$ cat src/sv/uri_host_percent_decoder_unit_defines.svh
// assertion helpers included by the top-level unit to check the decoder
`ifndef URI_HOST_PERCENT_DECODER_UNIT_DEFINES_SVH
`define URI_HOST_PERCENT_DECODER_UNIT_DEFINES_SVH

// same-cycle implication, checked outside reset
`define UHPD_ASSERT_IMPL(lbl, clk, rst_n, ante, cons) \
    lbl: assert property (@(posedge clk) disable iff (!(rst_n)) (ante) |-> (cons)) \
        else $error("uhpd check failed");

// next-cycle implication, checked outside reset
`define UHPD_ASSERT_NEXT(lbl, clk, rst_n, ante, cons) \
    lbl: assert property (@(posedge clk) disable iff (!(rst_n)) (ante) |=> (cons)) \
        else $error("uhpd check failed");

`endif

$ cat src/sv/uhpd_pkg.sv
`default_nettype none

package uhpd_pkg;

    localparam int MaxRes = 4;

    localparam logic [7:0] CH_PCT = 8'h25;
    localparam logic [7:0] CH_EQ  = 8'h3D;
    localparam logic [7:0] CH_QM  = 8'h3F;
    localparam logic [7:0] CH_SL  = 8'h2F;
    localparam logic [7:0] CH_BS  = 8'h5C;
    localparam logic [7:0] CH_LF  = 8'h0A;
    localparam logic [7:0] CH_CR  = 8'h0D;
    localparam logic [7:0] CH_TAB = 8'h09;
    localparam logic [7:0] CH_SP  = 8'h20;
    localparam logic [7:0] CH_DQ  = 8'h22;
    localparam logic [7:0] CH_SQ  = 8'h27;
    localparam logic [7:0] CH_LT  = 8'h3C;
    localparam logic [7:0] CH_GT  = 8'h3E;
    localparam logic [7:0] CH_LP  = 8'h28;
    localparam logic [7:0] CH_RP  = 8'h29;

    typedef struct packed {
        logic [7:0] in_byte;
        logic       in_last;
    } t_in;

    typedef struct packed {
        logic [7:0] out_byte;
        logic       has_byte;
        logic       text_end;
        logic       stopped_at_delimiter;
        logic       run_last;
    } t_out;

    typedef struct packed {
        logic [7:0] la0;
        logic [7:0] la1;
        logic [1:0] la_cnt;
        logic       past_host;
        logic       halted;
    } t_state;

    // results of one item, entry 0 first
    typedef struct packed {
        t_out [MaxRes-1:0] res;
        logic [2:0]        cnt;
    } t_step;

endpackage

`default_nettype wire

$ cat src/sv/uhpd_decode.sv
`default_nettype none

module uhpd_decode (
    input  wire uhpd_pkg::t_in    i_item,
    input  wire uhpd_pkg::t_state i_state,
    output uhpd_pkg::t_state      o_state,
    output uhpd_pkg::t_step       o_step
);

    function automatic logic is_hex(input logic [7:0] c);
        return (c inside {[8'h30:8'h39], [8'h41:8'h46], [8'h61:8'h66]});
    endfunction

    function automatic logic [7:0] to_lower(input logic [7:0] c);
        return (c inside {[8'h41:8'h5A]}) ? c + 8'd32 : c;
    endfunction

    // only ever applied to hex digits, so four bits hold it
    function automatic logic [3:0] nibble(input logic [7:0] c);
        return c[3:0] + (c[6] ? 4'd9 : 4'd0);
    endfunction

    function automatic logic is_delim(input logic [7:0] c);
        return c == uhpd_pkg::CH_CR || c == uhpd_pkg::CH_LF || c == uhpd_pkg::CH_TAB ||
               c == uhpd_pkg::CH_SP || c == uhpd_pkg::CH_DQ || c == uhpd_pkg::CH_SQ ||
               c == uhpd_pkg::CH_LT || c == uhpd_pkg::CH_GT || c == uhpd_pkg::CH_LP ||
               c == uhpd_pkg::CH_RP;
    endfunction

    logic [7:0]  win [8];
    logic [1:0]  cnt_eff;
    logic [1:0]  n;
    logic [2:0]  pos;
    logic [2:0]  avail;
    logic [2:0]  k;
    logic [2:0]  rem;
    logic        done;
    logic        stop;
    logic        ph;
    logic        last;
    logic [7:0]  c;
    logic [7:0]  c1;
    logic [7:0]  c2;
    uhpd_pkg::t_out [uhpd_pkg::MaxRes-1:0] res;

    always_comb begin
        for (int j = 0; j < 8; j++) begin
            win[j] = 8'd0;
        end
        res     = '0;
        k       = 3'd0;
        pos     = 3'd0;
        avail   = 3'd0;
        done    = 1'b0;
        stop    = 1'b0;
        c       = 8'd0;
        c1      = 8'd0;
        c2      = 8'd0;
        rem     = 3'd0;
        last    = i_item.in_last;
        ph      = i_state.past_host;
        o_state = i_state;

        cnt_eff = (i_state.la_cnt > 2'd2) ? 2'd2 : i_state.la_cnt;
        n       = cnt_eff + 2'd1;
        case (cnt_eff)
            2'd0: begin
                win[0] = i_item.in_byte;
            end
            2'd1: begin
                win[0] = i_state.la0;
                win[1] = i_item.in_byte;
            end
            default: begin
                win[0] = i_state.la0;
                win[1] = i_state.la1;
                win[2] = i_item.in_byte;
            end
        endcase

        if (i_state.halted) begin
            if (last) begin
                o_state = '0;
            end
        end else begin
            // each pass consumes at least one byte of the window (up to three bytes) or ends the scan
            for (int it = 0; it < 3; it++) begin
                if (!done) begin
                    if (pos >= {1'b0, n}) begin
                        done = 1'b1;
                    end else begin
                        c     = win[pos];
                        c1    = win[pos + 3'd1];
                        c2    = win[pos + 3'd2];
                        avail = {1'b0, n} - pos;
                        if ((c == uhpd_pkg::CH_PCT || c == uhpd_pkg::CH_EQ) &&
                            avail < 3'd3 && !last) begin
                            done = 1'b1;
                        end else if ((c == uhpd_pkg::CH_PCT || (!ph && c == uhpd_pkg::CH_EQ)) &&
                                     avail >= 3'd3 && is_hex(c1) && is_hex(c2)) begin
                            res[k[1:0]].out_byte = to_lower({nibble(c1), nibble(c2)});
                            res[k[1:0]].has_byte = 1'b1;
                            k   = k + 3'd1;
                            pos = pos + 3'd3;
                        end else begin
                            if (c == uhpd_pkg::CH_QM || c == uhpd_pkg::CH_SL ||
                                c == uhpd_pkg::CH_BS) begin
                                ph = 1'b1;
                            end
                            if (c == uhpd_pkg::CH_EQ && avail >= 3'd2 &&
                                c1 == uhpd_pkg::CH_LF) begin
                                pos = pos + 3'd2;
                            end else if (c == uhpd_pkg::CH_EQ && avail >= 3'd3 &&
                                         c1 == uhpd_pkg::CH_CR && c2 == uhpd_pkg::CH_LF) begin
                                pos = pos + 3'd3;
                            end else if (is_delim(c)) begin
                                stop = 1'b1;
                                done = 1'b1;
                            end else begin
                                res[k[1:0]].out_byte = to_lower(c);
                                res[k[1:0]].has_byte = 1'b1;
                                k   = k + 3'd1;
                                pos = pos + 3'd1;
                            end
                        end
                    end
                end
            end

            o_state.past_host = ph;
            if (stop || last) begin
                res[k[1:0]].text_end             = 1'b1;
                res[k[1:0]].stopped_at_delimiter = stop;
                k = k + 3'd1;
                if (last) begin
                    o_state = '0;
                end else begin
                    o_state.la0    = 8'd0;
                    o_state.la1    = 8'd0;
                    o_state.la_cnt = 2'd0;
                    o_state.halted = 1'b1;
                end
            end else begin
                rem = {1'b0, n} - pos;
                if (rem > 3'd2) begin
                    rem = 3'd2;
                end
                o_state.la0    = (rem != 3'd0) ? win[pos] : 8'd0;
                o_state.la1    = (rem == 3'd2) ? win[pos + 3'd1] : 8'd0;
                o_state.la_cnt = rem[1:0];
            end
        end

        if (k != 3'd0) begin
            res[k[1:0] - 2'd1].run_last = 1'b1;
        end
        o_step.res = res;
        o_step.cnt = k;
    end

endmodule

`default_nettype wire

$ cat src/sv/uhpd_resbuf.sv
`default_nettype none

module uhpd_resbuf (
    input  wire                  i_clk,
    input  wire                  i_rst_n,
    input  wire                  i_wr,
    input  wire uhpd_pkg::t_step i_step,
    output logic                 o_free,
    output logic                 o_valid,
    input  wire                  i_ready,
    output uhpd_pkg::t_out       o_item
);

    uhpd_pkg::t_out r_res [uhpd_pkg::MaxRes];
    logic [2:0]     r_left;
    logic [1:0]     r_idx;

    assign o_valid = (r_left != 3'd0);
    assign o_item  = r_res[r_idx];
    // room for a new item's results once the last pending one leaves
    assign o_free  = (r_left == 3'd0) || (r_left == 3'd1 && i_ready);

    always_ff @(posedge i_clk) begin
        if (!i_rst_n) begin
            r_left <= 3'd0;
            r_idx  <= 2'd0;
        end else if (i_wr) begin
            r_left <= i_step.cnt;
            r_idx  <= 2'd0;
        end else if (o_valid && i_ready) begin
            r_left <= r_left - 3'd1;
            r_idx  <= r_idx + 2'd1;
        end
    end

    always_ff @(posedge i_clk) begin
        if (i_wr) begin
            for (int j = 0; j < uhpd_pkg::MaxRes; j++) begin
                r_res[j] <= i_step.res[j];
            end
        end
    end

endmodule

`default_nettype wire

$ cat src/sv/uri_host_percent_decoder_unit.sv
// Percent decoder for URI text: takes one raw byte per item and hands out the decoded,
// lower-cased bytes, followed by an end marker when a delimiter or the final byte closes
// the text. An item is registered, decoded combinationally against up to two held-back
// lookahead bytes, and its results (up to four) land in a result buffer that drains one per
// cycle while the consumer is ready. The first result is offered once the item has passed the
// input register and the result buffer. Items are taken every cycle as long as each yields at
// most one result and the consumer is ready; an item that yields more results holds the buffer
// until its last result leaves, and the next item waits behind it in the input register.
`default_nettype none

module uri_host_percent_decoder_unit (
    input  wire                i_clk,
    input  wire                i_rst_n,
    input  wire                i_valid,
    output logic               o_ready,
    input  wire uhpd_pkg::t_in i_item,
    output logic               o_valid,
    input  wire                i_ready,
    output uhpd_pkg::t_out     o_item
);

    logic             r_in_valid;
    uhpd_pkg::t_in    r_in;
    uhpd_pkg::t_state r_state;
    uhpd_pkg::t_state n_state;
    uhpd_pkg::t_step  dec_step;
    logic             buf_free;
    logic             fire;

    assign fire    = r_in_valid && buf_free;
    assign o_ready = !r_in_valid || fire;

    uhpd_decode u_decode (
        .i_item  (r_in),
        .i_state (r_state),
        .o_state (n_state),
        .o_step  (dec_step)
    );

    uhpd_resbuf u_resbuf (
        .i_clk   (i_clk),
        .i_rst_n (i_rst_n),
        .i_wr    (fire),
        .i_step  (dec_step),
        .o_free  (buf_free),
        .o_valid (o_valid),
        .i_ready (i_ready),
        .o_item  (o_item)
    );

    always_ff @(posedge i_clk) begin
        if (!i_rst_n) begin
            r_in_valid <= 1'b0;
            r_state    <= '0;
        end else begin
            if (i_valid && o_ready) begin
                r_in_valid <= 1'b1;
            end else if (fire) begin
                r_in_valid <= 1'b0;
            end
            if (fire) begin
                r_state <= n_state;
            end
        end
    end

    always_ff @(posedge i_clk) begin
        if (i_valid && o_ready) begin
            r_in <= i_item;
        end
    end

`include "uri_host_percent_decoder_unit_defines.svh"

    `UHPD_ASSERT_NEXT(a_results_shown, i_clk, i_rst_n, fire && dec_step.cnt != 3'd0, o_valid)
    `UHPD_ASSERT_IMPL(a_halt_no_lookahead, i_clk, i_rst_n, r_state.halted, r_state.la_cnt == 2'd0)
    `UHPD_ASSERT_IMPL(a_lookahead_bound, i_clk, i_rst_n, 1'b1, r_state.la_cnt != 2'd3)
    `UHPD_ASSERT_IMPL(a_end_no_byte, i_clk, i_rst_n, o_valid && o_item.text_end, !o_item.has_byte)

endmodule

`default_nettype wire
$ cat config.mk
export PLATFORM = sky130hd
export DESIGN_NAME = uri_host_percent_decoder_unit
export DESIGN_NICKNAME = d
export VERILOG_FILES = /design/src/sv/uhpd_pkg.sv /design/src/sv/uhpd_decode.sv /design/src/sv/uhpd_resbuf.sv /design/src/sv/uri_host_percent_decoder_unit.sv
export VERILOG_INCLUDE_DIRS = /design/src /design/src/sv
export SDC_FILE = /design/constraint.sdc
export NUM_CORES = 1
export LEC_CHECK = 0
export ABC_AREA = 0
export BUFFER_PORTS_ARGS = -buffer_cell sky130_fd_sc_hd__buf_2
export CELL_PAD_IN_SITES_DETAIL_PLACEMENT = 0
export CELL_PAD_IN_SITES_GLOBAL_PLACEMENT = 1
export CORE_MARGIN = 3
export CORE_UTILIZATION = 53
export CTS_BUF_LIST = sky130_fd_sc_hd__clkbuf_4 sky130_fd_sc_hd__clkbuf_8 sky130_fd_sc_hd__clkbuf_16
export CTS_CLUSTER_DIAMETER = 100
export DETAILED_ROUTE_END_ITERATION = 8
export PLACE_DENSITY_LB_ADDON = 0.1
export SYNTH_ARGS = -nofsm -noshare
export SYNTH_HDL_FRONTEND = slang
export SYNTH_SLANG_ARGS = --single-unit
$ cat constraint.sdc
create_clock -name i_clk -period 22.4 [get_ports i_clk]
set_input_delay 0 -clock i_clk [delete_from_list [all_inputs] [get_ports i_clk]]
set_output_delay 0 -clock i_clk [all_outputs]
set_load 0.03 [all_outputs]
==> summary.md <==
| Metric | Value |
|---|---|
| Crit path DAT | 12.59 ns |
| Final setup vio count | 0 |
| Sequential area share after synthesis | 23.4% |
| Starting density of the core | 55.1% |
| DP HPWL | 29.0 mm |
| Post-synthesis cell count | 1,230 |
| Tcrit/Tclk final | 55.2% |
| Core area | 17,700 sq um |
| Clock Skew | 0.00757 ns |
| Slowest CP cell | dfxtp_1 |
| Share of cells above drive strength 1 | 11.8% |
| CP most frequent cell | nand2_1 |
| Synth Register Bits | 85 |
| CTS resizes | 0 |
| Type of the tightest min-delay check | in2reg |
| Final TNS setup | 0 ns |
| Critical path type | reg2reg |
| Clock Sinks | 85 |
| # DRC | 0 |
| Num CTS Buffers | 9 |
| DRT iter0 DRCs | 1,918 |
| CP Max Fanout | 25 |
| Vias per inst | 7.54 |
| Maximum vdd drop | 0.0809 mV |
| Clock power frac | 14.0% |
| DIE WIDTH | 141 microns |
| CTS HTree Levels | 3 |
| WL/cell | 27.8 microns |
| Reg clk slew, reported paths | 0.07 ns |
| Final design utilization | 58.2% |
| Final min period | 12.38 ns |
| Longest Clk Path Bufs | 2 |
| Vias in the first global route | 9,988 |
| GRT overflow | 0 |
| Area grow syn2layout | 5.57% |
| Total iterations of the first detailed-routing run | 6 |
| Sequential power share | 21.0% |
| Syn nets | 1,284 |
| CP Launch Type | flop |
| Worst EP required | 22.62 ns |
| Maxcap violations | 0 |
| Power Internal | 507 uW |
| Slew HR | 18.7% |
| Ant diodes | 0 |
| Comb pwr share | 64.9% |
| Root buf cell | clkbuf_16 |
| Final hold violations | 0 |
| Ys async rst share | 0% |
| Total Wirelength | 40.0 mm |
| Die area | 20,000 sq um |
| CTS tree | yes |
| Largest net degree at the start of global routing | 63 |
| Switching Power | 569 uW |
| Tot GR Track Use | 39.1% |
| Worst-Skew Late Latency | 0.36 ns |
| Final worst slack | 10.02 ns |
| Gpl congestion | 1.03 |
| Syn avg cell area | 7.91 sq um |
| Leakage | 0.00359 uW |
| Yosys warning total | 0 |
| Final Max Tran Viols | 0 |
| Mapped cell area | 9730 sq um |
| Post-CTS Setup Repair Bufs | 0 |
| Nets | 1,259 |
| PortBufs | 26 |
| FMAX | 80.8 MHz |
| CP Capture Type | flop |
| Top FF cell, synth | edfxtp_1 |
| First-pass GRT wire length | 60.1 mm |
| Ports | 27 |
| Num rows | 48 |
| RSZ-0062 raised after global routing | false |
| Initial antenna violation count | 0 |
| Worst Tran Pin Value | 1.21 ns |
| DR vias | 10,800 |
| Post-route ant nets | 0 |
| Distinct cells, synth | 124 |
| Pwr/cell area | 105 nW/um^2 |
| Die Span Y | 141 microns |
| Number of synthesized flops with an enable pin | 57 |
| Pre-CTS WS | 10.66 ns |
| Status | complete, no violations |
| Sw Ratio | 52.9% |
| Slowest stage delay, CP | 0.85 ns |
## power groups by stage
stage | combinational (uW) | clock, uW | sequential (uW)
after global routing | 749 | 159 | 230
after detailed placement | 665 | 0 | 230
after CTS | 671 | 152 | 226
final | 698 | 151 | 226
after floorplan | 517 | 0 | 215
after global placement | 663 | 0 | 228
## worst max-delay path, delay by kind of cell, from the launching register on
family,cells,cell delay (ns)
buf+inv,5,1.74
compound gates,11,2.87
flops,1,0.85
fa+ha+maj,3,1.17
simple gates,11,4.59
mux,2,1.00
## per-layer routing
layer	vias up	global-route usage (%)	part of all wire, %
met5	-	1.00	0
li1	4692	-	-
met3	181	13.1	15
met4	0	18.1	6.0
met1	5051	53.4	38
met2	902	55.9	41
## cells by family (layout without fill, tap and decap cells)
group,count (synthesis),after routing,share of synthesized area [%]
AND/OR/NAND/NOR,487,487,25.0
AO/OA/AOI/OAI,420,420,32.2
buffers and inverters,137,117,6.05
flip-flops,85,85,23.4
adder cells (fa/ha/maj),42,42,5.61
multiplexers,37,37,5.48
XOR/XNOR,22,22,2.33
## cells in the final DEF, fill, tap and decap left out, drive strengths merged, types with 7 or more instances in the layout
master	n
a22oi	24
mux4	12
and3	7
nand2	140
buf	40
or2	7
mux2i	18
inv	50
o21ai	72
nor2	126
a21oi	72
a21boi	7
a31oi	18
o31ai	20
nor3	58
o221ai	14
edfxtp	57
xnor2	15
dfxtp	28
nand2b	17
o32ai	18
o211ai	18
nand3b	9
a221oi	13
nand4	14
o22ai	23
a32o	10
ha	38
a211oi	22
and2	20
clkbuf	9
dlygate4sd3	12
mux2	7
o21a	11
nand3	37
nor4	19
o2111ai	9
## through the flow
stage	total power, uW	hold slack (ns)	cell area, sq um	cells
6_report	1080	0.0619	10300	1435
2_1_floorplan	732	0.0989	9730	1230
3_5_place_dp	895	0.178	9850	1407
3_3_place_gp	891	0.176	9850	1407
5_1_grt	1140	0.105	10300	1435
4_1_cts	1050	0.0703	10300	1435
## cell type report
cell class,count,area (sq um)
flip-flops and latches,85,2270
fillers,1693,7390
well taps,225,282
repair buffers,52,355
clock inverters,7,75.1
multi-input cells,1008,6870
clock buffers,9,225
inverters,49,186
## path summary, 6_finish.rpt
kind         cells after the start  slack, ns                     from                        endpoint
max reg2reg                     32      10.02  r_state[2]$_SDFFE_PN0P_         r_state[7]$_SDFFE_PN0P_
min                              4       0.06                  i_ready  u_resbuf.r_idx[1]$_SDFFE_PP0P_
max                             32      10.02  r_state[2]$_SDFFE_PN0P_         r_state[7]$_SDFFE_PN0P_
min reg2reg                      2       0.50  r_state[6]$_SDFFE_PN0P_         r_state[6]$_SDFFE_PN0P_
## synthesized netlist by cell type, drive strengths merged (28+ instances only)
cell type  count  share of area, %
nand2        140               5.5
nor2         126               4.9
a21oi         72               3.8
o21ai         72               3.9
nor3          58               3.3
edfxtp        57                18
clkbuf        49               1.9
inv           46               1.8
buf           39               2.2
ha            38               4.9
nand3         37               2.1
dfxtp         28               5.8
## state kept, by name (all words and copies together), names as in the netlist, named ones only
signal           flops
r_in                 9
r_in_valid           1
r_state             20
u_resbuf.r_idx       2
u_resbuf.r_left      3
u_resbuf.r_res      48
## repair_timing
item	4_1_cts	5_1_grt
setup endpoints to repair	0	0
endpoints found under the hold margin	12	0
hold buffers	12	0
Power figures use the tool's default switching activity.
